$ cat src/cde_pkg.sv
// ----------------------------------------------------------------------------
// Calendar date engine package
// Shared constants, operation codes, command and status types, month table.
// ----------------------------------------------------------------------------
package cde_pkg;

  localparam int OP_W       = 2;
  localparam int DAY_W      = 5;
  localparam int MON_W      = 4;
  localparam int YEAR_W     = 12;
  localparam int AMT_W      = 16;
  localparam int DCOUNT_W   = 16;
  localparam int WDAY_W     = 3;
  localparam int MOD100_W   = 7;
  localparam int MOD400_W   = 9;
  localparam int YLEN_W     = 9;

  localparam int DEF_YEAR_SPAN = 128;
  localparam int EPOCH_YEAR    = 1970;
  localparam int EPOCH_MOD100  = EPOCH_YEAR % 100;
  localparam int EPOCH_MOD400  = EPOCH_YEAR % 400;
  localparam int DAYS_YEAR     = 365;
  localparam int DAYS_LEAP     = 366;
  localparam int MONTHS        = 12;

  typedef enum logic [OP_W-1:0] {
    OP_SET        = 2'd0,
    OP_ADD_DAYS   = 2'd1,
    OP_ADD_MONTHS = 2'd2,
    OP_ADD_YEARS  = 2'd3
  } cde_op_t;

  typedef struct packed {
    logic accept;
    logic init_epoch;
    logic init_cur;
    logic init_days;
    logic step_year_acc;
    logic step_mon_acc;
    logic mark_year;
    logic start_month;
    logic commit_set;
    logic check_load;
    logic step_year_sub;
    logic step_mon_sub;
    logic commit_load;
    logic step_wd;
    logic set_err;
    logic out_load;
  } cde_cmd_t;

  typedef struct packed {
    cde_op_t op;
    logic    range_ok;
    logic    year_hit;
    logic    mon_hit;
    logic    day_ok;
    logic    walk_done;
    logic    over;
    logic    year_fits;
    logic    mon_fits;
    logic    wd_done;
    logic    out_free;
  } cde_sts_t;

  function automatic logic [DAY_W-1:0] month_days(input logic [MON_W-1:0] m,
                                                  input logic leap);
    logic [DAY_W-1:0] d;
    case (m)
      4'd1, 4'd3, 4'd5, 4'd7, 4'd8, 4'd10, 4'd12: d = 5'd31;
      4'd4, 4'd6, 4'd9, 4'd11:                    d = 5'd30;
      4'd2:                                        d = leap ? 5'd29 : 5'd28;
      default:                                     d = 5'd0;
    endcase
    return d;
  endfunction

endpackage

$ cat src/cde_ifs.sv
// ----------------------------------------------------------------------------
// Calendar date engine channels
// Valid/ready channels for operation requests and date results.
// ----------------------------------------------------------------------------
interface cde_in_if;
  import cde_pkg::*;

  logic                valid;
  logic                ready;
  logic [OP_W-1:0]     operation;
  logic [DAY_W-1:0]    day_in;
  logic [MON_W-1:0]    month_in;
  logic [YEAR_W-1:0]   year_in;
  logic [AMT_W-1:0]    amount;

  modport src (output valid, operation, day_in, month_in, year_in, amount,
               input ready);
  modport snk (input valid, operation, day_in, month_in, year_in, amount,
               output ready);
endinterface

interface cde_out_if;
  import cde_pkg::*;

  logic                valid;
  logic                ready;
  logic [DAY_W-1:0]    day_out;
  logic [MON_W-1:0]    month_out;
  logic [YEAR_W-1:0]   year_out;
  logic [DCOUNT_W-1:0] day_count;
  logic [WDAY_W-1:0]   weekday;
  logic                error;

  modport src (output valid, day_out, month_out, year_out, day_count, weekday,
               error, input ready);
  modport snk (input valid, day_out, month_out, year_out, day_count, weekday,
               error, output ready);
endinterface

$ cat src/cde_ctrl.sv
// ----------------------------------------------------------------------------
// Calendar date engine controller
// Sequences validation, month and year walks, reload and weekday reduction.
// ----------------------------------------------------------------------------
module cde_ctrl (
  input  logic              clk,
  input  logic              rst_n,
  input  logic              in_valid,
  output logic              in_ready,
  input  cde_pkg::cde_sts_t sts,
  output cde_pkg::cde_cmd_t cmd
);
  import cde_pkg::*;

  typedef enum logic [10:0] {
    S_IDLE  = 11'b000_0000_0001,
    S_START = 11'b000_0000_0010,
    S_SET_Y = 11'b000_0000_0100,
    S_SET_M = 11'b000_0000_1000,
    S_SUM_M = 11'b000_0001_0000,
    S_SUM_Y = 11'b000_0010_0000,
    S_CHECK = 11'b000_0100_0000,
    S_LOAD_Y = 11'b000_1000_0000,
    S_LOAD_M = 11'b001_0000_0000,
    S_WDAY  = 11'b010_0000_0000,
    S_FIN   = 11'b100_0000_0000
  } cde_state_t;

  cde_state_t state_r, state_nxt;

  assign in_ready = (state_r == S_IDLE);

  always_comb begin
    state_nxt = state_r;
    cmd       = '0;
    case (state_r)
      S_IDLE: begin
        if (in_valid) begin
          cmd.accept = 1'b1;
          state_nxt  = S_START;
        end
      end
      S_START: begin
        case (sts.op)
          OP_SET: begin
            if (sts.range_ok) begin
              cmd.init_epoch = 1'b1;
              state_nxt      = S_SET_Y;
            end else begin
              cmd.set_err = 1'b1;
              state_nxt   = S_FIN;
            end
          end
          OP_ADD_DAYS: begin
            cmd.init_days = 1'b1;
            state_nxt     = S_CHECK;
          end
          OP_ADD_MONTHS: begin
            cmd.init_cur = 1'b1;
            state_nxt    = S_SUM_M;
          end
          OP_ADD_YEARS: begin
            cmd.init_cur = 1'b1;
            state_nxt    = S_SUM_Y;
          end
          default: state_nxt = S_FIN;
        endcase
      end
      S_SET_Y: begin
        if (sts.year_hit) begin
          cmd.mark_year   = 1'b1;
          cmd.start_month = 1'b1;
          state_nxt       = S_SET_M;
        end else begin
          cmd.step_year_acc = 1'b1;
        end
      end
      S_SET_M: begin
        if (sts.mon_hit) begin
          if (sts.day_ok) begin
            cmd.commit_set = 1'b1;
            state_nxt      = S_WDAY;
          end else begin
            cmd.set_err = 1'b1;
            state_nxt   = S_FIN;
          end
        end else begin
          cmd.step_mon_acc = 1'b1;
        end
      end
      S_SUM_M: begin
        if (sts.walk_done) begin
          state_nxt = S_CHECK;
        end else begin
          cmd.step_mon_acc = 1'b1;
        end
      end
      S_SUM_Y: begin
        if (sts.walk_done) begin
          state_nxt = S_CHECK;
        end else begin
          cmd.step_year_acc = 1'b1;
        end
      end
      S_CHECK: begin
        if (sts.over) begin
          cmd.set_err = 1'b1;
          state_nxt   = S_FIN;
        end else begin
          cmd.check_load = 1'b1;
          state_nxt      = S_LOAD_Y;
        end
      end
      S_LOAD_Y: begin
        if (sts.year_fits) begin
          cmd.start_month = 1'b1;
          state_nxt       = S_LOAD_M;
        end else begin
          cmd.step_year_sub = 1'b1;
        end
      end
      S_LOAD_M: begin
        if (sts.mon_fits) begin
          cmd.commit_load = 1'b1;
          state_nxt       = S_WDAY;
        end else begin
          cmd.step_mon_sub = 1'b1;
        end
      end
      S_WDAY: begin
        if (sts.wd_done) begin
          state_nxt = S_FIN;
        end else begin
          cmd.step_wd = 1'b1;
        end
      end
      S_FIN: begin
        if (sts.out_free) begin
          cmd.out_load = 1'b1;
          state_nxt    = S_IDLE;
        end
      end
      default: state_nxt = S_IDLE;
    endcase
  end

  always_ff @(posedge clk) begin
    if (!rst_n) begin
      state_r <= S_IDLE;
    end else begin
      state_r <= state_nxt;
    end
  end

endmodule

$ cat src/cde_dp.sv
// ----------------------------------------------------------------------------
// Calendar date engine datapath
// Current date state, year and month walker, day accumulator, weekday
// reduction and the result register.
// ----------------------------------------------------------------------------
module cde_dp #(
  parameter int YEAR_SPAN = cde_pkg::DEF_YEAR_SPAN
) (
  input  logic                           clk,
  input  logic                           rst_n,
  input  cde_pkg::cde_cmd_t              cmd,
  output cde_pkg::cde_sts_t              sts,
  input  logic [cde_pkg::OP_W-1:0]       operation,
  input  logic [cde_pkg::DAY_W-1:0]      day_in,
  input  logic [cde_pkg::MON_W-1:0]      month_in,
  input  logic [cde_pkg::YEAR_W-1:0]     year_in,
  input  logic [cde_pkg::AMT_W-1:0]      amount,
  input  logic                           out_ready,
  output logic                           out_valid,
  output logic [cde_pkg::DAY_W-1:0]      day_out,
  output logic [cde_pkg::MON_W-1:0]      month_out,
  output logic [cde_pkg::YEAR_W-1:0]     year_out,
  output logic [cde_pkg::DCOUNT_W-1:0]   day_count,
  output logic [cde_pkg::WDAY_W-1:0]     weekday,
  output logic                           error
);
  import cde_pkg::*;

  localparam int LAST_YEAR = EPOCH_YEAR + YEAR_SPAN - 1;
  localparam int LEAPS_LAST = LAST_YEAR / 4 - LAST_YEAR / 100 + LAST_YEAR / 400;
  localparam int LEAPS_PRE = (EPOCH_YEAR - 1) / 4 - (EPOCH_YEAR - 1) / 100
                             + (EPOCH_YEAR - 1) / 400;
  localparam int LIM   = DAYS_YEAR * YEAR_SPAN + LEAPS_LAST - LEAPS_PRE - 1;
  localparam int CNT_W = $clog2(DAYS_LEAP * YEAR_SPAN);
  localparam int SUM_W = ((CNT_W > AMT_W) ? CNT_W : AMT_W) + 2;

  // Current date.
  logic [DAY_W-1:0]    day_r, day_nxt;
  logic [MON_W-1:0]    mon_r, mon_nxt;
  logic [YEAR_W-1:0]   yr_r, yr_nxt;
  logic [MOD100_W-1:0] cy100_r, cy100_nxt;
  logic [MOD400_W-1:0] cy400_r, cy400_nxt;
  logic [CNT_W-1:0]    ela_r, ela_nxt;
  logic [CNT_W-1:0]    ys_r, ys_nxt;
  logic [2:0]          r7_r, r7_nxt;

  // Latched request.
  cde_op_t             op_r, op_nxt;
  logic [DAY_W-1:0]    d_r, d_nxt;
  logic [MON_W-1:0]    m_r, m_nxt;
  logic [YEAR_W-1:0]   y_r, y_nxt;
  logic [AMT_W-1:0]    cnt_r, cnt_nxt;
  logic                err_r, err_nxt;

  // Walker.
  logic [YEAR_W-1:0]   wy_r, wy_nxt;
  logic [MOD100_W-1:0] w100_r, w100_nxt;
  logic [MOD400_W-1:0] w400_r, w400_nxt;
  logic [MON_W-1:0]    wm_r, wm_nxt;
  logic [SUM_W-1:0]    acc_r, acc_nxt;
  logic [CNT_W-1:0]    ws_r, ws_nxt;
  logic [CNT_W-1:0]    sh_r, sh_nxt;

  // Result register.
  logic                ov_r, ov_nxt;
  logic [DAY_W-1:0]    o_day_r, o_day_nxt;
  logic [MON_W-1:0]    o_mon_r, o_mon_nxt;
  logic [YEAR_W-1:0]   o_yr_r, o_yr_nxt;
  logic [DCOUNT_W-1:0] o_cnt_r, o_cnt_nxt;
  logic [WDAY_W-1:0]   o_wd_r, o_wd_nxt;
  logic                o_err_r, o_err_nxt;

  logic                leap;
  logic [YLEN_W-1:0]   ylen;
  logic [DAY_W-1:0]    dim;
  logic [YEAR_W-1:0]   wy_inc;
  logic [MOD100_W-1:0] w100_inc;
  logic [MOD400_W-1:0] w400_inc;
  logic [SUM_W-1:0]    tot;
  logic [3:0]          r7_sum;
  logic [WDAY_W-1:0]   wd_cur;
  logic [CNT_W+DCOUNT_W-1:0] ela_ext;

  assign leap     = ((wy_r[1:0] == 2'd0) && (w100_r != '0)) || (w400_r == '0);
  assign ylen     = leap ? YLEN_W'(DAYS_LEAP) : YLEN_W'(DAYS_YEAR);
  assign dim      = month_days(wm_r, leap);
  assign wy_inc   = wy_r + 1'b1;
  assign w100_inc = (w100_r == MOD100_W'(99))  ? '0 : w100_r + 1'b1;
  assign w400_inc = (w400_r == MOD400_W'(399)) ? '0 : w400_r + 1'b1;
  assign tot      = SUM_W'(ela_r) + acc_r;
  assign r7_sum   = {1'b0, r7_r} + {1'b0, sh_r[2:0]};
  assign wd_cur   = (r7_r >= 3'd4) ? r7_r - 3'd3 : r7_r + 3'd4;
  assign ela_ext  = {{DCOUNT_W{1'b0}}, ela_r};

  always_comb begin
    sts.op        = op_r;
    sts.range_ok  = (d_r != '0) && (m_r >= 4'd1) && (m_r <= MON_W'(MONTHS)) &&
                    (y_r >= YEAR_W'(EPOCH_YEAR)) && (y_r <= YEAR_W'(LAST_YEAR));
    sts.year_hit  = (wy_r == y_r);
    sts.mon_hit   = (wm_r == m_r);
    sts.day_ok    = (d_r <= dim);
    sts.walk_done = (cnt_r == '0) || (acc_r > SUM_W'(LIM));
    sts.over      = (tot > SUM_W'(LIM));
    sts.year_fits = (acc_r < SUM_W'(ylen));
    sts.mon_fits  = (acc_r < SUM_W'(dim));
    sts.wd_done   = (sh_r == '0);
    sts.out_free  = !ov_r || out_ready;
  end

  always_comb begin
    day_nxt   = day_r;
    mon_nxt   = mon_r;
    yr_nxt    = yr_r;
    cy100_nxt = cy100_r;
    cy400_nxt = cy400_r;
    ela_nxt   = ela_r;
    ys_nxt    = ys_r;
    r7_nxt    = r7_r;
    op_nxt    = op_r;
    d_nxt     = d_r;
    m_nxt     = m_r;
    y_nxt     = y_r;
    cnt_nxt   = cnt_r;
    err_nxt   = err_r;
    wy_nxt    = wy_r;
    w100_nxt  = w100_r;
    w400_nxt  = w400_r;
    wm_nxt    = wm_r;
    acc_nxt   = acc_r;
    ws_nxt    = ws_r;
    sh_nxt    = sh_r;

    if (cmd.accept) begin
      op_nxt  = cde_op_t'(operation);
      d_nxt   = day_in;
      m_nxt   = month_in;
      y_nxt   = year_in;
      cnt_nxt = amount;
      err_nxt = 1'b0;
    end
    if (cmd.set_err) begin
      err_nxt = 1'b1;
    end
    if (cmd.init_epoch) begin
      wy_nxt   = YEAR_W'(EPOCH_YEAR);
      w100_nxt = MOD100_W'(EPOCH_MOD100);
      w400_nxt = MOD400_W'(EPOCH_MOD400);
      acc_nxt  = '0;
    end
    if (cmd.init_cur) begin
      wy_nxt   = yr_r;
      w100_nxt = cy100_r;
      w400_nxt = cy400_r;
      wm_nxt   = mon_r;
      acc_nxt  = '0;
    end
    if (cmd.init_days) begin
      acc_nxt = SUM_W'(cnt_r);
    end
    if (cmd.step_year_acc || cmd.step_year_sub) begin
      wy_nxt   = wy_inc;
      w100_nxt = w100_inc;
      w400_nxt = w400_inc;
    end
    if (cmd.step_year_acc) begin
      acc_nxt = acc_r + SUM_W'(ylen);
      cnt_nxt = cnt_r - 1'b1;
    end
    if (cmd.step_year_sub) begin
      acc_nxt = acc_r - SUM_W'(ylen);
      ws_nxt  = ws_r + CNT_W'(ylen);
    end
    if (cmd.step_mon_acc) begin
      acc_nxt = acc_r + SUM_W'(dim);
      cnt_nxt = cnt_r - 1'b1;
      if (wm_r == MON_W'(MONTHS)) begin
        wm_nxt   = 4'd1;
        wy_nxt   = wy_inc;
        w100_nxt = w100_inc;
        w400_nxt = w400_inc;
      end else begin
        wm_nxt = wm_r + 1'b1;
      end
    end
    if (cmd.step_mon_sub) begin
      acc_nxt = acc_r - SUM_W'(dim);
      wm_nxt  = wm_r + 1'b1;
    end
    if (cmd.mark_year) begin
      ws_nxt = acc_r[CNT_W-1:0];
    end
    if (cmd.start_month) begin
      wm_nxt = 4'd1;
    end
    if (cmd.check_load) begin
      ela_nxt  = tot[CNT_W-1:0];
      acc_nxt  = tot - SUM_W'(ys_r);
      wy_nxt   = yr_r;
      w100_nxt = cy100_r;
      w400_nxt = cy400_r;
      ws_nxt   = ys_r;
    end
    if (cmd.commit_set) begin
      day_nxt   = d_r;
      mon_nxt   = m_r;
      yr_nxt    = wy_r;
      cy100_nxt = w100_r;
      cy400_nxt = w400_r;
      ys_nxt    = ws_r;
      ela_nxt   = acc_r[CNT_W-1:0] + CNT_W'(d_r) - 1'b1;
    end
    if (cmd.commit_load) begin
      day_nxt   = acc_r[DAY_W-1:0] + 1'b1;
      mon_nxt   = wm_r;
      yr_nxt    = wy_r;
      cy100_nxt = w100_r;
      cy400_nxt = w400_r;
      ys_nxt    = ws_r;
    end
    if (cmd.commit_set || cmd.commit_load) begin
      sh_nxt = ela_nxt;
      r7_nxt = '0;
    end
    if (cmd.step_wd) begin
      r7_nxt = (r7_sum >= 4'd7) ? 3'(r7_sum - 4'd7) : r7_sum[2:0];
      sh_nxt = sh_r >> 3;
    end
  end

  always_comb begin
    ov_nxt    = ov_r;
    o_day_nxt = o_day_r;
    o_mon_nxt = o_mon_r;
    o_yr_nxt  = o_yr_r;
    o_cnt_nxt = o_cnt_r;
    o_wd_nxt  = o_wd_r;
    o_err_nxt = o_err_r;
    if (ov_r && out_ready) begin
      ov_nxt = 1'b0;
    end
    if (cmd.out_load) begin
      ov_nxt    = 1'b1;
      o_day_nxt = day_r;
      o_mon_nxt = mon_r;
      o_yr_nxt  = yr_r;
      o_cnt_nxt = ela_ext[DCOUNT_W-1:0];
      o_wd_nxt  = wd_cur;
      o_err_nxt = err_r;
    end
  end

  always_ff @(posedge clk) begin
    if (!rst_n) begin
      day_r   <= DAY_W'(1);
      mon_r   <= MON_W'(1);
      yr_r    <= YEAR_W'(EPOCH_YEAR);
      cy100_r <= MOD100_W'(EPOCH_MOD100);
      cy400_r <= MOD400_W'(EPOCH_MOD400);
      ela_r   <= '0;
      ys_r    <= '0;
      r7_r    <= '0;
      ov_r    <= 1'b0;
    end else begin
      day_r   <= day_nxt;
      mon_r   <= mon_nxt;
      yr_r    <= yr_nxt;
      cy100_r <= cy100_nxt;
      cy400_r <= cy400_nxt;
      ela_r   <= ela_nxt;
      ys_r    <= ys_nxt;
      r7_r    <= r7_nxt;
      ov_r    <= ov_nxt;
    end
  end

  always_ff @(posedge clk) begin
    op_r    <= op_nxt;
    d_r     <= d_nxt;
    m_r     <= m_nxt;
    y_r     <= y_nxt;
    cnt_r   <= cnt_nxt;
    err_r   <= err_nxt;
    wy_r    <= wy_nxt;
    w100_r  <= w100_nxt;
    w400_r  <= w400_nxt;
    wm_r    <= wm_nxt;
    acc_r   <= acc_nxt;
    ws_r    <= ws_nxt;
    sh_r    <= sh_nxt;
    o_day_r <= o_day_nxt;
    o_mon_r <= o_mon_nxt;
    o_yr_r  <= o_yr_nxt;
    o_cnt_r <= o_cnt_nxt;
    o_wd_r  <= o_wd_nxt;
    o_err_r <= o_err_nxt;
  end

  assign out_valid = ov_r;
  assign day_out   = o_day_r;
  assign month_out = o_mon_r;
  assign year_out  = o_yr_r;
  assign day_count = o_cnt_r;
  assign weekday   = o_wd_r;
  assign error     = o_err_r;

endmodule

$ cat src/calendar_date_engine_unit.sv
// ----------------------------------------------------------------------------
// Calendar date engine
// Gregorian date keeper with set, add days, add months and add years.
// ----------------------------------------------------------------------------
// The block holds one date from 1970-01-01 through the last day of year
// 1970 + YEAR_SPAN - 1, its day count and its ISO weekday, and returns one
// result per request. Requests are handled one at a time by a walker that
// steps one year or one month per clock. Setting a date walks the years from
// 1970 to its year, then its months; adding months or years first sums one
// month or one year per cycle over the amount, stopping early once the sum
// passes the last supported day, and every add that stays in range then walks
// forward from the current year to the target year and through its months.
// Each accepted change ends with a weekday reduction of one octal digit of
// the day count per cycle. A new request is taken while the previous result
// still waits in the output register.
// ----------------------------------------------------------------------------
module calendar_date_engine_unit #(
  parameter int YEAR_SPAN = cde_pkg::DEF_YEAR_SPAN
) (
  input logic   clk,
  input logic   rst_n,
  cde_in_if.snk in_ch,
  cde_out_if.src out_ch
);
  import cde_pkg::*;

  cde_cmd_t cmd;
  cde_sts_t sts;
  logic     in_ready;

  assign in_ch.ready = in_ready;

  cde_ctrl u_ctrl (
    .clk      (clk),
    .rst_n    (rst_n),
    .in_valid (in_ch.valid),
    .in_ready (in_ready),
    .sts      (sts),
    .cmd      (cmd)
  );

  cde_dp #(
    .YEAR_SPAN (YEAR_SPAN)
  ) u_dp (
    .clk       (clk),
    .rst_n     (rst_n),
    .cmd       (cmd),
    .sts       (sts),
    .operation (in_ch.operation),
    .day_in    (in_ch.day_in),
    .month_in  (in_ch.month_in),
    .year_in   (in_ch.year_in),
    .amount    (in_ch.amount),
    .out_ready (out_ch.ready),
    .out_valid (out_ch.valid),
    .day_out   (out_ch.day_out),
    .month_out (out_ch.month_out),
    .year_out  (out_ch.year_out),
    .day_count (out_ch.day_count),
    .weekday   (out_ch.weekday),
    .error     (out_ch.error)
  );

endmodule

$ cat src/flat_wrapper.sv
// flat-port wrapper written by rule: the top's interface ports become plain ports
module calendar_date_engine_unit_flat import cde_pkg::*;
#(
  parameter int YEAR_SPAN = cde_pkg::DEF_YEAR_SPAN
)
  (clk, rst_n, in_ch_valid, in_ch_operation, in_ch_day_in, in_ch_month_in, in_ch_year_in, in_ch_amount, in_ch_ready, out_ch_valid, out_ch_day_out, out_ch_month_out, out_ch_year_out, out_ch_day_count, out_ch_weekday, out_ch_error, out_ch_ready);
  cde_in_if in_ch_i ();
  cde_out_if out_ch_i ();
  input logic clk;
  input logic rst_n;
  input wire logic [$bits(in_ch_i.valid)-1:0] in_ch_valid;
  input wire logic [$bits(in_ch_i.operation)-1:0] in_ch_operation;
  input wire logic [$bits(in_ch_i.day_in)-1:0] in_ch_day_in;
  input wire logic [$bits(in_ch_i.month_in)-1:0] in_ch_month_in;
  input wire logic [$bits(in_ch_i.year_in)-1:0] in_ch_year_in;
  input wire logic [$bits(in_ch_i.amount)-1:0] in_ch_amount;
  output wire logic [$bits(in_ch_i.ready)-1:0] in_ch_ready;
  output wire logic [$bits(out_ch_i.valid)-1:0] out_ch_valid;
  output wire logic [$bits(out_ch_i.day_out)-1:0] out_ch_day_out;
  output wire logic [$bits(out_ch_i.month_out)-1:0] out_ch_month_out;
  output wire logic [$bits(out_ch_i.year_out)-1:0] out_ch_year_out;
  output wire logic [$bits(out_ch_i.day_count)-1:0] out_ch_day_count;
  output wire logic [$bits(out_ch_i.weekday)-1:0] out_ch_weekday;
  output wire logic [$bits(out_ch_i.error)-1:0] out_ch_error;
  input wire logic [$bits(out_ch_i.ready)-1:0] out_ch_ready;
  assign in_ch_i.valid = in_ch_valid;
  assign in_ch_i.operation = in_ch_operation;
  assign in_ch_i.day_in = in_ch_day_in;
  assign in_ch_i.month_in = in_ch_month_in;
  assign in_ch_i.year_in = in_ch_year_in;
  assign in_ch_i.amount = in_ch_amount;
  assign in_ch_ready = in_ch_i.ready;
  assign out_ch_valid = out_ch_i.valid;
  assign out_ch_day_out = out_ch_i.day_out;
  assign out_ch_month_out = out_ch_i.month_out;
  assign out_ch_year_out = out_ch_i.year_out;
  assign out_ch_day_count = out_ch_i.day_count;
  assign out_ch_weekday = out_ch_i.weekday;
  assign out_ch_error = out_ch_i.error;
  assign out_ch_i.ready = out_ch_ready;
  calendar_date_engine_unit #(.YEAR_SPAN(YEAR_SPAN)) u_core (.clk(clk), .rst_n(rst_n), .in_ch(in_ch_i), .out_ch(out_ch_i));
endmodule
$ cat config.mk
export PLATFORM = sky130hd
export DESIGN_NAME = calendar_date_engine_unit_flat
export DESIGN_NICKNAME = d
export VERILOG_FILES = /design/src/cde_pkg.sv /design/src/cde_ifs.sv /design/src/cde_ctrl.sv /design/src/cde_dp.sv /design/src/calendar_date_engine_unit.sv /design/src/flat_wrapper.sv
export SDC_FILE = /design/constraint.sdc
export NUM_CORES = 1
export LEC_CHECK = 0
export BUFFER_PORTS_ARGS = -buffer_cell sky130_fd_sc_hd__buf_4
export CORE_MARGIN = 2
export CORE_UTILIZATION = 40
export CTS_CLUSTER_DIAMETER = 40
export DETAILED_ROUTE_END_ITERATION = 8
export RECOVER_POWER = 100
export SYNTH_ARGS = -nofsm -noshare
export SYNTH_HDL_FRONTEND = slang
export SYNTH_SLANG_ARGS = --single-unit
$ cat constraint.sdc
create_clock -name clk -period 5 [get_ports clk]
set_clock_uncertainty 0.1 [all_clocks]
set_input_delay 0.5 -clock clk [delete_from_list [all_inputs] [get_ports clk]]
set_output_delay 0.5 -clock clk [all_outputs]
set_load 0.1 [all_outputs]
=== Yosys cells after proc, flatten, opt, wreduce, memory -nomap -nowiden ===
Cells that the tools add are included.

* Input port bits: 43
* Flip-flop bits (word level): 247
* Logic and storage cells: 241
* Output and inout port bits: 43

* Eq/ne operators: 38
* Add/subtract/negate cells: 19
* Mux-type cells: 112
* Reductions and logical operators: 31
* $lt $le $gt $ge: 11

{| class="wikitable"
|+ Operator list
! kind !! number
|-
| 16-bit two-way mux || 10
|-
| 18-bit two-way mux || 8
|-
| 11-bit two-way mux || 11
|-
| 11-bit one-hot mux with 10 select lines || 1
|-
| 12-bit two-way mux || 8
|-
| 9-bit two-way mux || 9
|-
| 7-bit two-way mux || 9
|-
| 11-bit one-hot mux with 4 select lines || 1
|-
| 18-bit by 16-bit > comparator with 1-bit output (second input constant) || 2
|-
| 16-bit zero test || 2
|-
| 1-bit two-way mux || 32
|-
| 16-bit by 1-bit subtractor with 16-bit output (second input constant) || 2
|-
| 13-bit two-way mux || 2
|-
| 4-bit two-way mux || 6
|-
| 4-bit equality test (second input constant) || 5
|-
| 16-bit by 18-bit adder with 18-bit output || 1
|-
| 18-bit by 5-bit adder with 18-bit output || 1
|-
| 18-bit by 9-bit adder with 18-bit output || 1
|-
| 18-bit by 5-bit less-than comparator with 1-bit output || 1
|-
| 18-bit by 9-bit less-than comparator with 1-bit output || 1
|-
| 18-bit by 16-bit subtractor with 18-bit output || 1
|-
| 18-bit by 5-bit subtractor with 18-bit output || 1
|-
| 18-bit by 9-bit subtractor with 18-bit output || 1
|-
| 16-bit by 5-bit adder with 16-bit output || 1
|-
| 59 further kinds || 94
|}

=== Logic depth before layout (Yosys ltp) ===
Gate-level depths: netlist of run 1.

* Word-level depth: 16
* Depth in mapped cells: 21
* Gate-level depth less buffers: 20

=== By module ===
Synthesis of run 1 repeated with hierarchy kept, for this count alone.

* Cell total of the unflattened synthesis: 1883
* Area, all modules: 16540.9 µm²

{| class="wikitable"
|+ By module, submodules not included
! module !! instances !! cells an instance !! seq. area each (µm²) !! area an instance (µm²)
|-
| cde_dp || 1 || 1761 || 5995.8 || 15607.5
|-
| cde_ctrl || 1 || 122 || 220.2 || 933.4
|}

=== Least setup slack after synthesis of run 1 ===
Ideal clock, no wire load.

* Kind: reg2reg
* From: reg u_core.u_dp.wm_r[0]
* To: reg u_core.u_dp.sh_r[0], enable pin
* Data arrival time: 4.645 ns
* Period minus slack after synthesis: 5.176 ns
* Stages on the path, launching flop included: 14
* Buffers on the path: 1
* Required time: 4.469 ns
* Setup slack: -0.176 ns
* Library setup time: 0.431 ns
* Cell sequence: dfxtp_1 > inv_1 > ha_1 > nor2_1 > a21oi_1 > o21ai_0 > o21ai_0 > ha_1 > o21bai_1 > a21oi_1 > o2111a_1 > clkbuf_1 > nand2_1 > o311ai_0

* Cells in the longest elaborated chain, start to end: 9
* Elaborated cells between the ends (all ways): 25
* Those cells by class: order compare (2); eq/ne (13); mux (6); reduce/logical (4)

{| class="wikitable"
|+ Ends and longest elaborated chain
! element !! line !! text
|-
| from (decl) || cde_dp.sv:59 || <nowiki>logic [MON_W-1:0] wm_r, wm_nxt;</nowiki>
|-
| from (signal assigned) || cde_dp.sv:286 || <nowiki>wm_r <= wm_nxt;</nowiki>
|-
| parallel branches: the longest is 7 deep, another holds 18-bit by 5-bit less-than comparator with 1-bit output || - ||
|-
| 1-bit logical OR (*) || cde_dp.sv:220 || <nowiki>if (cmd.commit_set || cmd.commit_load) begin</nowiki>
|-
| 2-bit nonzero test (no line) (*) || - ||
|-
| to (signal assigned) || cde_dp.sv:289 || <nowiki>sh_r <= sh_nxt;</nowiki>
|-
| to (decl) || cde_dp.sv:62 || <nowiki>logic [CNT_W-1:0] sh_r, sh_nxt;</nowiki>
|}

Every way passes the cells marked *.
A chain may end at the register's enable or synchronous reset.

=== Worst setup path in the final report of run 1 ===
* From: reg u_core.u_dp.acc_r[7]
* To: reg u_core.u_dp.ws_r[10], enable pin

* Cells in the longest elaborated chain, start to end: 5
* Elaborated cells between the ends (all ways): 8
* Those cells by class: add/sub (1); order compare (2); mux (4); reduce/logical (1)

{| class="wikitable"
|+ Ends and longest elaborated chain
! element !! line !! text
|-
| from (decl) || cde_dp.sv:60 || <nowiki>logic [SUM_W-1:0] acc_r, acc_nxt;</nowiki>
|-
| from (signal assigned) || cde_dp.sv:287 || <nowiki>acc_r <= acc_nxt;</nowiki>
|-
| 16-bit by 18-bit adder with 18-bit output || cde_dp.sv:90 || <nowiki>assign tot = SUM_W'(ela_r) + acc_r;</nowiki>
|-
| 18-bit by 16-bit > comparator with 1-bit output || cde_dp.sv:103 || <nowiki>sts.over = (tot > SUM_W'(LIM));</nowiki>
|-
| 1-bit two-way mux || cde_ctrl.sv:106 || <nowiki>if (sts.over) begin</nowiki>
|-
| 1-bit two-way mux || cde_ctrl.sv:36 || <nowiki>case (state_r)</nowiki>
|-
| 3-bit nonzero test (no line) (*) || - ||
|-
| to (signal assigned) || cde_dp.sv:288 || <nowiki>ws_r <= ws_nxt;</nowiki>
|-
| to (decl) || cde_dp.sv:61 || <nowiki>logic [CNT_W-1:0] ws_r, ws_nxt;</nowiki>
|}

Every way passes the cells marked *; elsewhere a longest branch is shown, timed or not.

==> results.txt, run 1 <==
top sig layer: met4
worst-margin pin slew: 2.873 ns
Via density: 5.787
adder-cell share of the synthesized area: 10.03%
worst relative slew slack: -93.32%
most area-consuming cells after synthesis: edfxtp_1, dfxtp_1, ha_1, nand2_1, xnor2_1
I/O pin count: 86
final total power: 6.998 mW
PortBufs: 85
CP Buf/Inv Count: 1
H-tree depth: 2
Post-Syn Area per Cell: 8.709 um^2
Final ANT Viol Nets: 0
Die Area: 42570 um^2
CTS clk-pin slew, worst paths: 0.05 ns
drt wl/cell: 20.79 um
most frequent cells after synthesis: nand2_1, nor2_1, edfxtp_1
Final TNS setup: 0 ns
Syn Nets: 2048
sequential element share of the synthesized area: 37.96%
Fmax: 212.8 MHz
M1 wire length: 24.75 mm
YS warnings: 0
drc violations: 0
CP top delay family: simple AND/OR/NAND/NOR gates
Leak: 7.734 nW
final period demand of the worst path: 4.700 ns
Max stage delay on crit path: 0.80 ns
core box area: 40650 um^2
Bufs on Longest Clock Path: 3
crit-path cells: ha_1 -> and2_4 -> a221oi_4 -> o211ai_2 -> o21a_1 -> o211a_1 -> a2111o_1 -> nor3b_1 -> or4_2 -> nand3_1 -> buf_2
fraction of layout cells with a size suffix above 1: 9.772%
HP Class: primary input to flop
number of non-filler instances in the completed layout: 2589
final hold vios: 0
number of flops mapped to enable cells by yosys: 127
worst skew pair latency: 0.57 ns
xor/xnor share of the synthesized area: 5.189%
gr ovfl total: 0
crit share post-route: 94.00%
Synth Register Bits: 247
number of global-route vias before repair: 14498
hpwl dp: 40.38 mm
Synth Area in Simple Gates: 19.86%
RSZ-0062 raised after global routing: no
Mapped Cells: 1880
antenna diode count: 0
Worst EP required: 5.10 ns
post-synthesis compound-gate area fraction: 21.10%
initial antenna violation count: 0
GP Congestion: 0.9414
CP Class: flop to flop
Vias: 14983
metal2 WL: 23.42 mm
Netlist cell types: 90
Critical Path AT: 4.80 ns
Top FF cell, synth: edfxtp_1
CP max-delay cell: or4_2
CP max FO: 16
post-synth top area cell: edfxtp_1
largest net degree at the start of global routing: 50
max_cap viols: 2
hold_ws: 0.1059 ns
CP endpoint kind: flop
die extent in x: 206.3 um
TritonCTS buffer count: 41
first-pass GRT wire length: 84.11 mm
Total Wirelength: 53.82 mm
drt first pass iters: 6
CTS tree: yes
CP Launch Type: flop
drt first-iter violations: 1346
Rows: 74
Mapped Area: 16370 um^2
area grow syn2layout: 18.80%
fin util: 47.85%
PD cells: 359.7 nW/um^2
failing checks: capacitance limit, slew limit
Final Max Tran Viols: 32
largest family of logic cells by synthesized area: compound AO/OA/AOI/OAI gates
FFs w/ async S/R, synth: 0%
flop-to-flop setup slack: 0.30 ns
Layout fillers: 3916
root buffer cell: clkbuf_16
metal3 WL: 3.963 mm
maximum vdd drop: 0.3005 mV
status: complete, but fails checks
die height: 206.3 um
GRT Util Overall: 25.69%
Initial Util: 40.28%
# clock sinks: 247
most frequent cell after synthesis: nand2_1
Cell Count Post-Placement: 2490
Synth top area share: 23.29%
Nets: 2192
Setup violations, final: 0
mux contribution to synthesized area: 1.452%
==> report_power, final <==
group | leakage, nW | total, mW | internal [mW] | switching, mW
clock network | 0.704 | 3.02 | 1.94 | 1.08
logic | 4.81 | 1.45 | 0.594 | 0.859
registers | 2.22 | 2.52 | 2.30 | 0.221
==> stage by stage <==
step / setup slack, ns / area (um^2)
global route: 0.01507 / 19450
finish: 0.2999 / 19450
CTS: 0.2734 / 19730
floorplan: 0.2250 / 16370
detailed placement: 0.2893 / 18040
global placement: 0.3662 / 18040
==> area by class of cell <==
class,instances,area [um^2],area share (%)
clock inverters,25,365.4,1.878
multi-input cells,1447,9448,48.57
well taps,532,665.6,3.422
flip-flops and latches,247,6216,31.96
repair buffers,180,1260,6.478
inverters,107,401.6,2.065
clock buffers,51,1095,5.628
==> cells in the final DEF (no fill, tap or decap), drive strengths merged, types with 8 or more instances in the layout <==
cell type,Yosys,routed
nand2,250,250
nor2,157,157
clkbuf,61,132
edfxtp,127,127
dfxtp,120,120
ha,116,116
inv,106,112
o21ai,111,111
a21oi,105,105
buf,18,76
nand3,73,73
xnor2,68,68
nor3,48,48
a21boi,42,42
o211ai,31,31
xor2,29,29
nor2b,28,28
nand4,27,27
dlygate4sd3,0,23
a21o,20,20
a31oi,20,20
nor4,18,18
and3,17,17
mux2i,17,17
a211oi,17,17
o22ai,14,14
a22oi,12,12
o21a,11,11
o31ai,11,11
nand2b,10,10
o211a,10,10
a22o,10,10
or2,10,10
and2,10,10
clkinv,1,10
or3,9,9
fa,9,9
nor3b,9,9
o22a,8,8
==> flip-flops by register name, indices dropped and copies added, names as in the netlist, 16 cells and up <==
name and flops:
u_core.u_dp.ws_r 16, u_core.u_dp.cnt_r 16, u_core.u_dp.day_count 16, u_core.u_dp.ela_r 16, u_core.u_dp.ys_r 16, u_core.u_dp.acc_r 18, u_core.u_dp.sh_r 16
==> logic make-up after synthesis <==
logic type / Yosys count
simple gates: 692
buf+inv: 186
mux: 23
fa+ha+maj: 126
flops: 247
compound gates: 509
xor+xnor: 97
==> path summary, 6_finish.rpt <==
path / to / cells after the start / from
max: u_core.u_dp.ws_r[10] / 11 / u_core.u_dp.acc_r[7]
min: u_core.u_dp.cnt_r[5] / 2 / in_ch_amount[5]
max reg2reg: u_core.u_dp.ws_r[10] / 11 / u_core.u_dp.acc_r[7]
min reg2reg: u_core.u_dp.day_out[3] / 0 / u_core.u_dp.day_r[3]
==> metal layers <==
| layer | global-route usage [%] | vias up |
|---|---|---|
| met5 | 0 | - |
| met2 | 39.19 | 545 |
| met1 | 36.17 | 7161 |
| li1 | - | 7167 |
| met4 | 8.724 | 0 |
| met3 | 5.093 | 110 |
==> timing repair <==
item,4_1_cts,5_1_grt
hold buffers,23,0
endpoints found under the setup margin,0,2
resized for setup,0,3
setup buffers,0,0
endpoints found under the hold margin,23,0
No activity file was read; power rests on OpenSTA's default activity.
==> run 2, diff against run 1 <==
BUFFER_PORTS_ARGS = not set   (was -buffer_cell sky130_fd_sc_hd__buf_4)
DONT_BUFFER_PORTS = 1   (was not set)
==> run 2 against run 1 <==
- the run still ends with capacitance limit, slew limit left
- register-to-register slack lost 0.11 ns
- via count shrank 1.1%
- total power increased by 5.7%
- sequential power hardly changed
- critical path depth grew 2
- routed wire length is 0.24% higher
- setup slack worse by 0.11 ns
- count of clock-buffer cells in the layout is 6 higher
- die area did not move
- sequential share of layout area is 0.20 points higher
- first-iteration DRC count rose by 22%
- critical endpoint unchanged
- largest power group unchanged
==> results.txt, run 2 (synthesized netlist as in run 1, its figures left out) <==
Fmax: 207.9 MHz
worst skew pair latency: 0.59 ns
largest net degree at the start of global routing: 61
drt first pass iters: 7
Initial Util: 40.28%
RSZ-0062 raised after global routing: no
PD cells: 382.5 nW/um^2
CP endpoint kind: flop
first-pass GRT wire length: 82.57 mm
crit-path cells: ha_1 -> fa_1 -> a211oi_1 -> nor2_1 -> o2111ai_2 -> a22oi_1 -> xor2_1 -> a311oi_1 -> nor3b_2 -> or4_2 -> buf_12 -> nand3_1 -> clkbuf_4
I/O pin count: 86
Switching Power: 2.249 mW
number of global-route vias before repair: 14104
GRT Util Overall: 25.33%
Layout fillers: 3837
core box area: 40650 um^2
maximum vdd drop: 0.3163 mV
Vias: 14823
switch share: 30.42%
Final ANT Viol Nets: 0
CP Class: flop to flop
die extent in x: 206.3 um
most common cell after layout, fill and taps aside: nand2_1
failing checks: capacitance limit, slew limit
commonest non-fill, non-tap cells in the layout: nand2_1, nor2_1, edfxtp_1
Cell Count Post-Placement: 2398
Die Area: 42570 um^2
CP max FO: 38
initial antenna violation count: 1
die height: 206.3 um
TritonCTS buffer count: 48
Nets: 2113
max reg flops: 18
PortBufs: 0
GP Congestion: 0.9200
drt wl/cell: 21.44 um
setup bufs post-CTS: 0
Leak: 7.694 nW
Setup violations, final: 0
area grow syn2layout: 18.06%
fraction of layout cells with a size suffix above 1: 8.669%
most flop-heavy register: u_core.u_dp.acc_r
Final TNS setup: 0 ns
Worst EP required: 5.13 ns
combinational share of power: 20.0%
Clock Power Share: 46.0%
Via density: 5.891
Max stage delay on crit path: 0.72 ns
hpwl dp: 39.07 mm
root buffer cell: clkbuf_16
antenna diode count: 0
number of non-filler instances in the completed layout: 2516
max_cap viols: 1
# clock sinks: 247
Total Wirelength: 53.95 mm
HP Class: primary input to flop
Critical Path AT: 4.94 ns
Rows: 74
drt first-iter violations: 1640
Final Max Tran Viols: 27
drc violations: 0
Bufs on Longest Clock Path: 3
final hold vios: 0
CP max-delay cell: or4_2
crit share post-route: 96.19%
Sequential Power Share: 33.9%
CTS clk-pin slew, worst paths: 0.05 ns
cell internal pwr: 5.145 mW
fin util: 47.56%
setup ws final: 0.1904 ns
worst relative slew slack: -91.82%
H-tree depth: 2
final period demand of the worst path: 4.810 ns
CTS tree: yes
status: complete, but fails checks
worst-margin pin slew: 2.871 ns
Setup Slack @ Placement: 0.1742 ns
gr ovfl total: 0
CP Launch Type: flop
run 2: worst paths after layout:
kind | from | endpoint | slack, ns | cells past startpoint
worst max-delay path | u_core.u_dp.acc_r[0] | u_core.u_dp.ws_r[10] | 0.19 | 13
worst min register to register | u_core.u_dp.err_r | u_core.u_dp.error | 0.34 | 0
worst min-delay path | in_ch_amount[1] | u_core.u_dp.cnt_r[1] | 0.03 | 2
worst max register to register | u_core.u_dp.acc_r[0] | u_core.u_dp.ws_r[10] | 0.19 | 13
run 2: worst max-delay path, delay by kind of cell, from the launching register on:
family,cells,cell delay (ns)
AOI/OAI and AO/OA,4,1.23
xor gates and xnor gates,1,0.24
adders and majority gates,2,0.72
buffers and inverters,2,0.53
DFF,1,0.44
and+or+nand+nor,4,1.17
run 2: cell type report:
type / count / area (um^2) / share of cell area, %
clock buffers: 57 / 1297 / 6.712
clock inverters: 32 / 406.6 / 2.104
inverters: 107 / 401.6 / 2.078
multi-input cells: 1447 / 9507 / 49.18
flip-flops and latches: 247 / 6216 / 32.16
well taps: 532 / 665.6 / 3.444
repair buffers: 94 / 835.8 / 4.324
run 2: per-layer routing:
metal / GRT usage, % / vias to the layer above / wire length (um)
li1: - / 7016 / -
met2: 38.97 / 634 / 23770
met5: 0 / - / 0
met4: 7.985 / 0 / 1372
met3: 4.320 / 92 / 4165
met1: 36.04 / 7081 / 24640
run 2: repair_timing:
action,CTS,global route
endpoints found under the hold margin,86,0
gates resized for setup,0,2
setup endpoints to repair,0,42
hold buffers,29,0
run 2: stage by stage:
step                      power, mW  hold slack (ns)  cell area [um^2]
after floorplan               3.509           0.3081             16370
after global placement        3.929           0.3190             17390
after detailed placement      3.953           0.3180             17390
after CTS                     7.415         0.002739             19400
after global routing          7.707          0.03440             19330
final                         7.394          0.03021             19330
run 2: power groups by stage:
stage | logic, mW | registers, mW | clock network (mW)
5_1_grt | 1.64 | 2.53 | 3.54
3_3_place_gp | 1.39 | 2.53 | 0
2_1_floorplan | 1.03 | 2.47 | 0
3_5_place_dp | 1.41 | 2.54 | 0
4_1_cts | 1.46 | 2.50 | 3.45
6_report | 1.48 | 2.51 | 3.40
